## src/rtl/bsfp_pkg.sv

```systemverilog
`timescale 1ns / 1ps
package bsfp_pkg;

  // fifo geometry
  localparam int FifoDepth = 64;
  localparam int PtrW      = (FifoDepth > 1) ? $clog2(FifoDepth) : 1;
  localparam int CntW      = $clog2(FifoDepth + 1);
  localparam int DataW     = 8;

  typedef logic [PtrW-1:0]  ptr_t;
  typedef logic [CntW-1:0]  cnt_t;
  typedef logic [DataW-1:0] word_t;

  // request codes
  typedef enum logic [1:0] {
    REQ_WRITE   = 2'd0,
    REQ_READ    = 2'd1,
    REQ_SERVICE = 2'd2
  } req_e;

  // per-item request to one fifo
  typedef struct packed {
    logic  push;
    logic  pop;
    word_t data;
  } fifo_req_t;

  // per-item answer from one fifo
  typedef struct packed {
    logic push_ok;
    logic pop_ok;
  } fifo_rsp_t;

endpackage

```

## src/rtl/bsfp_fifo.sv

```systemverilog
`timescale 1ns / 1ps
module bsfp_fifo (
  input  logic                clk_i,
  input  logic                rst_ni,
  input  bsfp_pkg::fifo_req_t req_i,
  output bsfp_pkg::fifo_rsp_t rsp_o,
  output bsfp_pkg::word_t     rd_data_o
);

  bsfp_pkg::word_t mem [bsfp_pkg::FifoDepth];
  bsfp_pkg::word_t rd_q;
  bsfp_pkg::ptr_t  wptr_q, wptr_d;
  bsfp_pkg::ptr_t  rptr_q, rptr_d;
  bsfp_pkg::cnt_t  fill_q, fill_d;
  logic            push_ok, pop_ok;

  // full and empty checks on the current count
  assign push_ok = req_i.push && (fill_q != bsfp_pkg::cnt_t'(bsfp_pkg::FifoDepth));
  assign pop_ok  = req_i.pop && (fill_q != '0);

  assign rsp_o.push_ok = push_ok;
  assign rsp_o.pop_ok  = pop_ok;
  assign rd_data_o     = rd_q;

  // pointer wrap and fill count
  always_comb begin
    wptr_d = wptr_q;
    rptr_d = rptr_q;
    if (push_ok) begin
      wptr_d = (wptr_q == bsfp_pkg::ptr_t'(bsfp_pkg::FifoDepth - 1)) ? '0
             : bsfp_pkg::ptr_t'(wptr_q + 1'b1);
    end
    if (pop_ok) begin
      rptr_d = (rptr_q == bsfp_pkg::ptr_t'(bsfp_pkg::FifoDepth - 1)) ? '0
             : bsfp_pkg::ptr_t'(rptr_q + 1'b1);
    end
    fill_d = fill_q + bsfp_pkg::cnt_t'(push_ok) - bsfp_pkg::cnt_t'(pop_ok);
  end

  always_ff @(posedge clk_i or negedge rst_ni) begin
    if (!rst_ni) begin
      wptr_q <= '0;
      rptr_q <= '0;
      fill_q <= '0;
    end else begin
      wptr_q <= wptr_d;
      rptr_q <= rptr_d;
      fill_q <= fill_d;
    end
  end

  // byte store, one write and one registered read port
  always_ff @(posedge clk_i) begin
    if (push_ok) begin
      mem[wptr_q] <= req_i.data;
    end
    if (pop_ok) begin
      rd_q <= mem[rptr_q];
    end
  end

endmodule

```

## src/rtl/buffered_serial_fifo_pair_top.sv

```systemverilog
`timescale 1ns / 1ps
// a word accepted passes through the read stage, then the result register, before its result shows on the outputs
// throughput: one word per cycle unless the input is held off; each word does one registered read of the byte stores
// a stalled result holds the input off only while the read stage is also full
// reset: asynchronous, active low; clears pointers, counts, interrupt enable and valids
// byte stores are not cleared; an entry is only read after it was written
module buffered_serial_fifo_pair_top (
  input  logic       clk_i,
  input  logic       rst_ni,
  input  logic       in_valid_i,
  output logic       in_stall_o,
  input  logic [1:0] req_type_i,
  input  logic [7:0] data_byte_i,
  input  logic       rx_ready_i,
  input  logic       tx_empty_i,
  output logic       out_valid_o,
  input  logic       out_stall_i,
  output logic       accepted_o,
  output logic [7:0] read_byte_o,
  output logic       send_valid_o,
  output logic [7:0] send_byte_o,
  output logic       tx_irq_request_o
);

  bsfp_pkg::fifo_req_t tx_req, rx_req;
  bsfp_pkg::fifo_rsp_t tx_rsp, rx_rsp;
  bsfp_pkg::word_t     tx_rd, rx_rd;

  logic in_acc, out_free;
  logic irq_q, irq_d;
  logic pend_q, pend_d;
  logic pend_acc_q, pend_rd_q, pend_snd_q, pend_irq_q;
  logic out_valid_q, out_valid_d;
  logic out_acc_q, out_snd_q, out_irq_q;
  bsfp_pkg::word_t out_rd_q, out_sb_q;

  assign out_free   = !out_valid_q || !out_stall_i;
  assign in_stall_o = pend_q && !out_free;
  assign in_acc     = in_valid_i && !in_stall_o;

  // request decode into fifo operations and interrupt enable
  always_comb begin
    tx_req      = '0;
    rx_req      = '0;
    tx_req.data = data_byte_i;
    rx_req.data = data_byte_i;
    irq_d       = irq_q;
    if (in_acc) begin
      unique case (bsfp_pkg::req_e'(req_type_i))
        bsfp_pkg::REQ_WRITE: begin
          tx_req.push = 1'b1;
          irq_d       = 1'b1;
        end
        bsfp_pkg::REQ_READ: begin
          rx_req.pop = 1'b1;
        end
        bsfp_pkg::REQ_SERVICE: begin
          rx_req.push = rx_ready_i;
          tx_req.pop  = tx_empty_i;
          if (tx_empty_i && !tx_rsp.pop_ok) begin
            irq_d = 1'b0;
          end
        end
        default: begin
        end
      endcase
    end
  end

  bsfp_fifo u_tx_fifo (
    .clk_i    (clk_i),
    .rst_ni   (rst_ni),
    .req_i    (tx_req),
    .rsp_o    (tx_rsp),
    .rd_data_o(tx_rd)
  );

  bsfp_fifo u_rx_fifo (
    .clk_i    (clk_i),
    .rst_ni   (rst_ni),
    .req_i    (rx_req),
    .rsp_o    (rx_rsp),
    .rd_data_o(rx_rd)
  );

  // read stage and output register occupancy
  always_comb begin
    if (in_acc) begin
      pend_d = 1'b1;
    end else if (out_free) begin
      pend_d = 1'b0;
    end else begin
      pend_d = pend_q;
    end
    out_valid_d = out_free ? pend_q : out_valid_q;
  end

  always_ff @(posedge clk_i or negedge rst_ni) begin
    if (!rst_ni) begin
      irq_q       <= 1'b0;
      pend_q      <= 1'b0;
      out_valid_q <= 1'b0;
    end else begin
      irq_q       <= irq_d;
      pend_q      <= pend_d;
      out_valid_q <= out_valid_d;
    end
  end

  // flags of the word waiting for its read data
  always_ff @(posedge clk_i) begin
    if (in_acc) begin
      pend_acc_q <= tx_rsp.push_ok || rx_rsp.pop_ok;
      pend_rd_q  <= rx_rsp.pop_ok;
      pend_snd_q <= tx_rsp.pop_ok;
      pend_irq_q <= irq_d;
    end
  end

  // result register
  always_ff @(posedge clk_i) begin
    if (out_free && pend_q) begin
      out_acc_q <= pend_acc_q;
      out_rd_q  <= pend_rd_q ? rx_rd : '0;
      out_snd_q <= pend_snd_q;
      out_sb_q  <= pend_snd_q ? tx_rd : '0;
      out_irq_q <= pend_irq_q;
    end
  end

  assign out_valid_o      = out_valid_q;
  assign accepted_o       = out_acc_q;
  assign read_byte_o      = out_rd_q;
  assign send_valid_o     = out_snd_q;
  assign send_byte_o      = out_sb_q;
  assign tx_irq_request_o = out_irq_q;

endmodule

```

## config.mk

```make
export PLATFORM = sky130hd
export DESIGN_NAME = buffered_serial_fifo_pair_top
export DESIGN_NICKNAME = d
export VERILOG_FILES = /design/src/rtl/bsfp_pkg.sv /design/src/rtl/bsfp_fifo.sv /design/src/rtl/buffered_serial_fifo_pair_top.sv
export SDC_FILE = /design/constraint.sdc
export NUM_CORES = 1
export LEC_CHECK = 0
export ABC_CLOCK_PERIOD_IN_PS = 3800
export BUFFER_PORTS_ARGS = -buffer_cell sky130_fd_sc_hd__buf_2
export CORE_ASPECT_RATIO = 0.7
export CORE_MARGIN = 4
export CORE_UTILIZATION = 63
export DETAILED_ROUTE_END_ITERATION = 8
export GPL_ROUTABILITY_DRIVEN = 0
export PLACE_DENSITY = 0.79
export RECOVER_POWER = 50
export SYNTH_ARGS = -nofsm -noshare
export SYNTH_HDL_FRONTEND = slang
export SYNTH_SLANG_ARGS = --single-unit
```

## constraint.sdc

```tcl
create_clock -name clk_i -period 3.8 [get_ports clk_i]
set_input_delay 0.38 -clock clk_i [delete_from_list [all_inputs] [get_ports clk_i]]
set_output_delay 0.38 -clock clk_i [all_outputs]
set_load 0.01 [all_outputs]
```

[Yosys cells after proc, flatten, opt, wreduce, memory -nomap -nowiden]
Memory sizes are Yosys's and may differ from the RTL's. A register that Yosys moved wholly into a read port is not among the register bits.
Index checks and enable logic that the tools add are counted.
Storage, ports and cells
  register bits: 64
  memory bits (read-only): 0
  word-level logic and storage cells: 74
  input bits: 16
  output and inout bits: 21
  latch bits: 0
  memories kept: 2
  bits in writable memories: 1024
Memories
  u_rx_fifo.mem: words 64, bits a word 8, read ports 1, clocked after Yosys merged registers in 1, wr ports 1, line bsfp_fifo.sv:10  | bsfp_pkg::word_t mem [bsfp_pkg::FifoDepth];
  u_tx_fifo.mem: words 64, bits a word 8, read ports 1, clocked after Yosys merged registers in 1, wr ports 1, line bsfp_fifo.sv:10
Cells by class
  reductions and logical operators: 19
  multiply operators: 0
  bitwise logic cells: 0
  equality and inequality tests: 8
  order comparisons: 0
  shift operators: 0
  divide/modulo/power cells: 0
  multiplexer cells: 19
  add/sub/neg operators: 8
Operator list (count)
  6-bit by 1-bit adder with 6-bit output (second input constant): 4
  6-bit == test (second input constant): 4
  6-bit two-way mux: 4
  7-bit by 1-bit adder with 7-bit output: 2
  7-bit inequality test (second input constant): 2
  7-bit nonzero test: 2
  7-bit by 1-bit subtractor with 7-bit output: 2
  1-bit two-way mux: 12
  1-bit logical AND: 8
  1-bit logical NOT: 5
  2-bit two-way mux: 2
  2-bit by 1-bit == test with 1-bit output (second input constant): 1
  2-bit == test (second input constant): 1
  2-bit logical NOT: 1
  1-bit logical OR: 2
  1-bit one-hot mux with 2 select lines: 1
  2-bit nonzero test: 1

[Depth between registers and ports, before layout]
  depth after elaboration: 13
  mapped depth: 15
  gate-level depth less buffers: 15

[Modules after synthesis]
Synthesis repeated with hierarchy kept, for this count alone.
Second synthesis, totals
  cell total of the unflattened synthesis: 2181
  area, all modules: 43534.3 µm²
Modules (own cells, without submodules)
  bsfp_fifo at u_tx_fifo: seq. area each 16090.4 µm², area each 21286.7 µm², instances 1, cells each 1063
  bsfp_fifo at u_rx_fifo: seq. area each 16090.4 µm², area each 21262.9 µm², instances 1, cells each 1060
  buffered_serial_fifo_pair_top: seq. area each 765.7 µm², area each 984.7 µm², instances 1, cells each 58

[Least setup slack after synthesis]
Ideal clock, no wire load.
  kind: register -> register
  start point: register u_rx_fifo.fill_q[2]
  end point: register u_rx_fifo.fill_q[6]
  period minus slack after synthesis: 3.184 ns
  setup slack: 0.616 ns
  path buffers: 0
  arrival: 3.059 ns
  setup time: 0.125 ns
  data required time: 3.675 ns
  stages on the path, launching flop included: 14
  cells stage by stage: dfrtp_1 > inv_1 > ha_1 > and4bb_2 > a2111oi_4 > ha_1 > inv_1 > ha_1 > fa_1 > a21oi_1 > o21bai_1 > a21oi_1 > o21bai_1 > xnor2_1
Between the ends
  elaborated cells on any way between the ends: 6
  those cells by class: add/sub: 2; eq/ne: 1; reduce/logical: 3
RTL lines
  from (decl): line bsfp_fifo.sv:14  | bsfp_pkg::cnt_t fill_q, fill_d;
  from (signal assigned): line bsfp_fifo.sv:48  | fill_q <= fill_d;
  7-bit nonzero test: line bsfp_fifo.sv:19  | assign pop_ok = req_i.pop && (fill_q != '0);
  1-bit logical AND: line bsfp_fifo.sv:19
  net u_rx_fifo.pop_ok: line bsfp_fifo.sv:15  | logic push_ok, pop_ok;
  7-bit by 1-bit subtractor with 7-bit output: line bsfp_fifo.sv:37  | fill_d = fill_q + bsfp_pkg::cnt_t'(push_ok) - bsfp_pkg::cnt_t'(pop_ok);
  net u_rx_fifo.fill_d[6]: line bsfp_fifo.sv:14
The timed path passes the listed nets, and every way through them passes these cells.
A chain may end at the register's enable or synchronous reset.

[Final worst setup path]
  start point: register u_rx_fifo.fill_q[2]
  end point: memory u_rx_fifo.mem[52][5] (netlist bit), enable pin
Between the ends
  longest elaborated chain between the ends: 4
RTL lines
  7-bit inequality test: line bsfp_fifo.sv:18  | assign push_ok = req_i.push && (fill_q != bsfp_pkg::cnt_t'(bsfp_pkg::FifoDepth));
  1-bit logical AND: line bsfp_fifo.sv:18
  1-bit two-way mux: line bsfp_fifo.sv:54  | if (push_ok) begin
  1-bit two-way mux (not written as such): line bsfp_fifo.sv:55  | mem[wptr_q] <= req_i.data;
  to (decl): line bsfp_fifo.sv:10
No other way between the ends.

==> metrics.md <==
| Metric | Value |
|---|---|
| Vias in the first global route | around 23000 |
| Rows | 80 |
| Synth Instances | roughly 2200 |
| P_leak | about 15 nW |
| Global-route wire length before repair | approximately 150 mm |
| Fillers | 3894 |
| Pint | 22.8 mW |
| TritonRoute pass-1 iters | 6 |
| Worst Tran Pin Value | about 4000 ps |
| Synth top area share | 73.3% |
| Fin cells | between 3000 and 4000 |
| Violated checks | max-capacitance violations, max-slew violations |
| Worst slew margin | -167% |
| Antenna violations before repair | 0 |
| Vias per cell | around 6.9 |
| Register clock-pin slew on the reported worst setup and hold paths | roughly 60 ps |
| Critical Path RT | 4080 ps |
| Setup TNS | 0 ps |
| Fmax achieved | 281 MHz |
| RSZ-0062 raised after global routing | no |
| Ys async rst share | 3.71% |
| Most common cell after layout, fill and taps aside | edfxtp_1 |
| PostCTS Resize Cnt | 0 |
| Post-Place Cells | approximately 3100 |
| CP Capture Type | flip-flop |
| Die H | 228 microns |
| Core Region | 0.0683 sq mm |
| Dpl ws | between 300 and 400 ps |
| Port Buffers | 36 |
| Pins Over Slew Limit | ~650 |
| Hold_buf cts | 3 |
| CTS Buf Count | between 90 and 100 |
| Critical Path Fanout Max | 8 |
| Synth Flop Type | edfxtp_1 |
| Initial core utilization | a little under two thirds |
| Wire length per cell | approximately 31 microns |
| WL final | roughly 100 mm |
| Root buffer cell | clkbuf_16 |
| Pwr Density | roughly 660 mW/mm^2 |
| Hold Violations, Final | 0 |
| Synth top area cells | edfxtp_1 73%, mux4_2 11%, mux2i_1 2.8%, dfrtp_1 2.4%, nor2_1 1.3% |
| Status | finished with violations |
| Die ar. | approximately 0.073 sq mm |
| I/O pin cnt | 37 |
| Clock Power Share | between 30% and 40% |
| Tot Pwr | ~32 mW |
| Sw Pwr | 9.18 mW |
| H-tree Lvls | 3 |
| Starting DRT DRC Count | about 3700 |
| Seq/Total Area, Yosys | between 70% and 80% |
| Via Count | about 23000 |
| Postcts setup bufs | 0 |
| Share of cells above drive strength 1 | between 20% and 30% |
| Critical Path Source Type | flip-flop |
| Crit share post-route | between 90% and 100% |
| CTS tree | built |
| Residual DRC count | 0 |
| Logic gate share of total power | 22.4% |
| Highest-count cells in the layout ignoring fill and taps | 1063 x edfxtp_1, 213 x mux4_2, 149 x nor2_1 |
| Total gr overflow | 0 |
| Hold Path Class | input port to flip-flop |
| Die width | around 320 microns |
| Max VDD drop | about 460 uV |
| Worst-Skew Late Latency | ~670 ps |
| Longest Clk Path Bufs | 3 |
| Antenna viol nets, final | 0 |
| Sw Ratio | 28.7% |
| Arr. time, crit path | ~3800 ps |
| Total GRT Usage | 28.5% |
| Clock skew | 19.6 ps |
| # setup viols final | 0 |
| Tmin final | 3560 ps |
| Post-synth EDFFs | between 1000 and 1500 |
| Clk sink count | between 1000 and 1500 |
| Synthesized flop and latch total | 1104 |
| Syn_area_per_cell | approximately 20 sq um |
| Syn nets | 2217 |
| Final net count | between 2000 and 2500 |
| CP Class | flip-flop to flip-flop |
| Power share of the sequential group | a little under half |
| Area delta synth->final | 11.0% |
| Distinct cells, synth | 60 |
| Dominant cell type by area after synthesis | edfxtp_1 |
| Post-Syn Area | around 0.044 sq mm |
| Yosys Warn Count | 0 |
| DP HPWL | just over 60 mm |
| Max-cap viol count | 10 |
| Largest net degree at the start of global routing | ~130 |
| Worst Slack Setup Final | between 200 and 250 ps |
## power by group through the flow
| stage | clock network, mW | logic [mW] | registers, mW |
|---|---|---|---|
| after floorplan | 0 | 5.60 | 14.0 |
| after global placement | 0 | 6.72 | 14.8 |
| after detailed placement | 0 | 6.91 | 14.8 |
| after CTS | 10.2 | 7.03 | 14.6 |
| after global routing | 10.8 | 7.54 | 14.7 |
| final | 10.2 | 7.15 | 14.6 |
## flip-flops by register name, summed over array words and instances, names as in the netlist, 6 cells and up
signal and count:
u_tx_fifo.rd_data_o 8, u_tx_fifo.rptr_q 6, u_tx_fifo.wptr_q 6, u_tx_fifo.fill_q 7, u_rx_fifo.rptr_q 6, u_rx_fifo.wptr_q 6, u_tx_fifo.mem 512, u_rx_fifo.fill_q 7
u_rx_fifo.rd_data_o 8, read_byte_o 8, send_byte_o 8, u_rx_fifo.mem 512
## cells in the mapped netlist (17+ instances only)
library cell and number:
a21oi_1 40, and2_1 20, buf_2 34, buf_6 17
clkbuf_1 37, dfrtp_1 41, edfxtp_1 1063, ha_1 22
inv_1 25, mux2_2 25, mux2i_1 124, mux4_2 213
nand2_1 54, nor2_1 149, o21ai_0 23, o22ai_1 37
## cell type report
class,count,area [sq um],area share [%]
sequential,1104,33000,68.2
multi-input combinational,930,9840,20.4
clock buffer,116,2560,5.30
tap,902,1130,2.34
timing repair buffer,134,996,2.06
clock inverter,67,731,1.51
inverter,26,97.6,0.202
antenna,2,5.00,0.0104
## metal layers
layer | vias to the layer above | routed length, microns | part of all wire (%) | track usage [%]
met4 | 0 | 2150 | 2.1 | 6.07
met5 | - | 0 | 0 | 0
met1 | 11700 | 40700 | 40 | 44.8
met3 | 198 | 14700 | 14 | 9.75
met2 | 1784 | 45200 | 44 | 39.8
li1 | 9105 | - | - | -
## cells by family after synthesis
kind of cell / after synthesis / synth area share, %
flops: 1104 / 75.6
mux: 362 / 14.5
simple gates: 304 / 3.33
compound gates: 219 / 3.61
buf+inv: 143 / 1.77
fa+ha+maj: 24 / 0.724
xor+xnor: 21 / 0.422
## stage by stage
stage	hold WS (ps)	area, sq um	util (%)
after global placement	403	45100	66.1
after floorplan	84.4	43600	-
after global routing	28.4	48300	70.8
final	34.9	48300	70.8
after CTS	20.5	48400	70.9
after detailed placement	412	45100	66.1
## final timing paths
kind                                          startpoint                              end  slack [ps]  cells past startpoint
setup / recovery           u_rx_fifo.fill_q[2]$_DFF_PN0_   u_rx_fifo.mem[52][5]$_DFFE_PP_         240                      7
hold / removal                             req_type_i[1]                  irq_q$_DFF_PN0_          30                      2
min in group asynchronous                         rst_ni    u_tx_fifo.fill_q[5]$_DFF_PN0_        1090                      2
max in group asynchronous                         rst_ni  u_rx_fifo.rptr_q[1]$_DFFE_PN0P_         850                      2
setup reg to reg           u_rx_fifo.fill_q[2]$_DFF_PN0_   u_rx_fifo.mem[52][5]$_DFFE_PP_         240                      7
hold reg to reg                     pend_irq_q$_DFFE_PN_       tx_irq_request_o$_DFFE_PP_         420                      0
## critical path: stages (launching register included)
cell	delay, ps
dfrtp_1	350
inv_1	60
ha_1	190
and4bb_2	270
a2111oi_4	650
and2_0	420
nand2_1	480
nor2_1	770
Note: power is estimated with default switching activity, not from simulation.
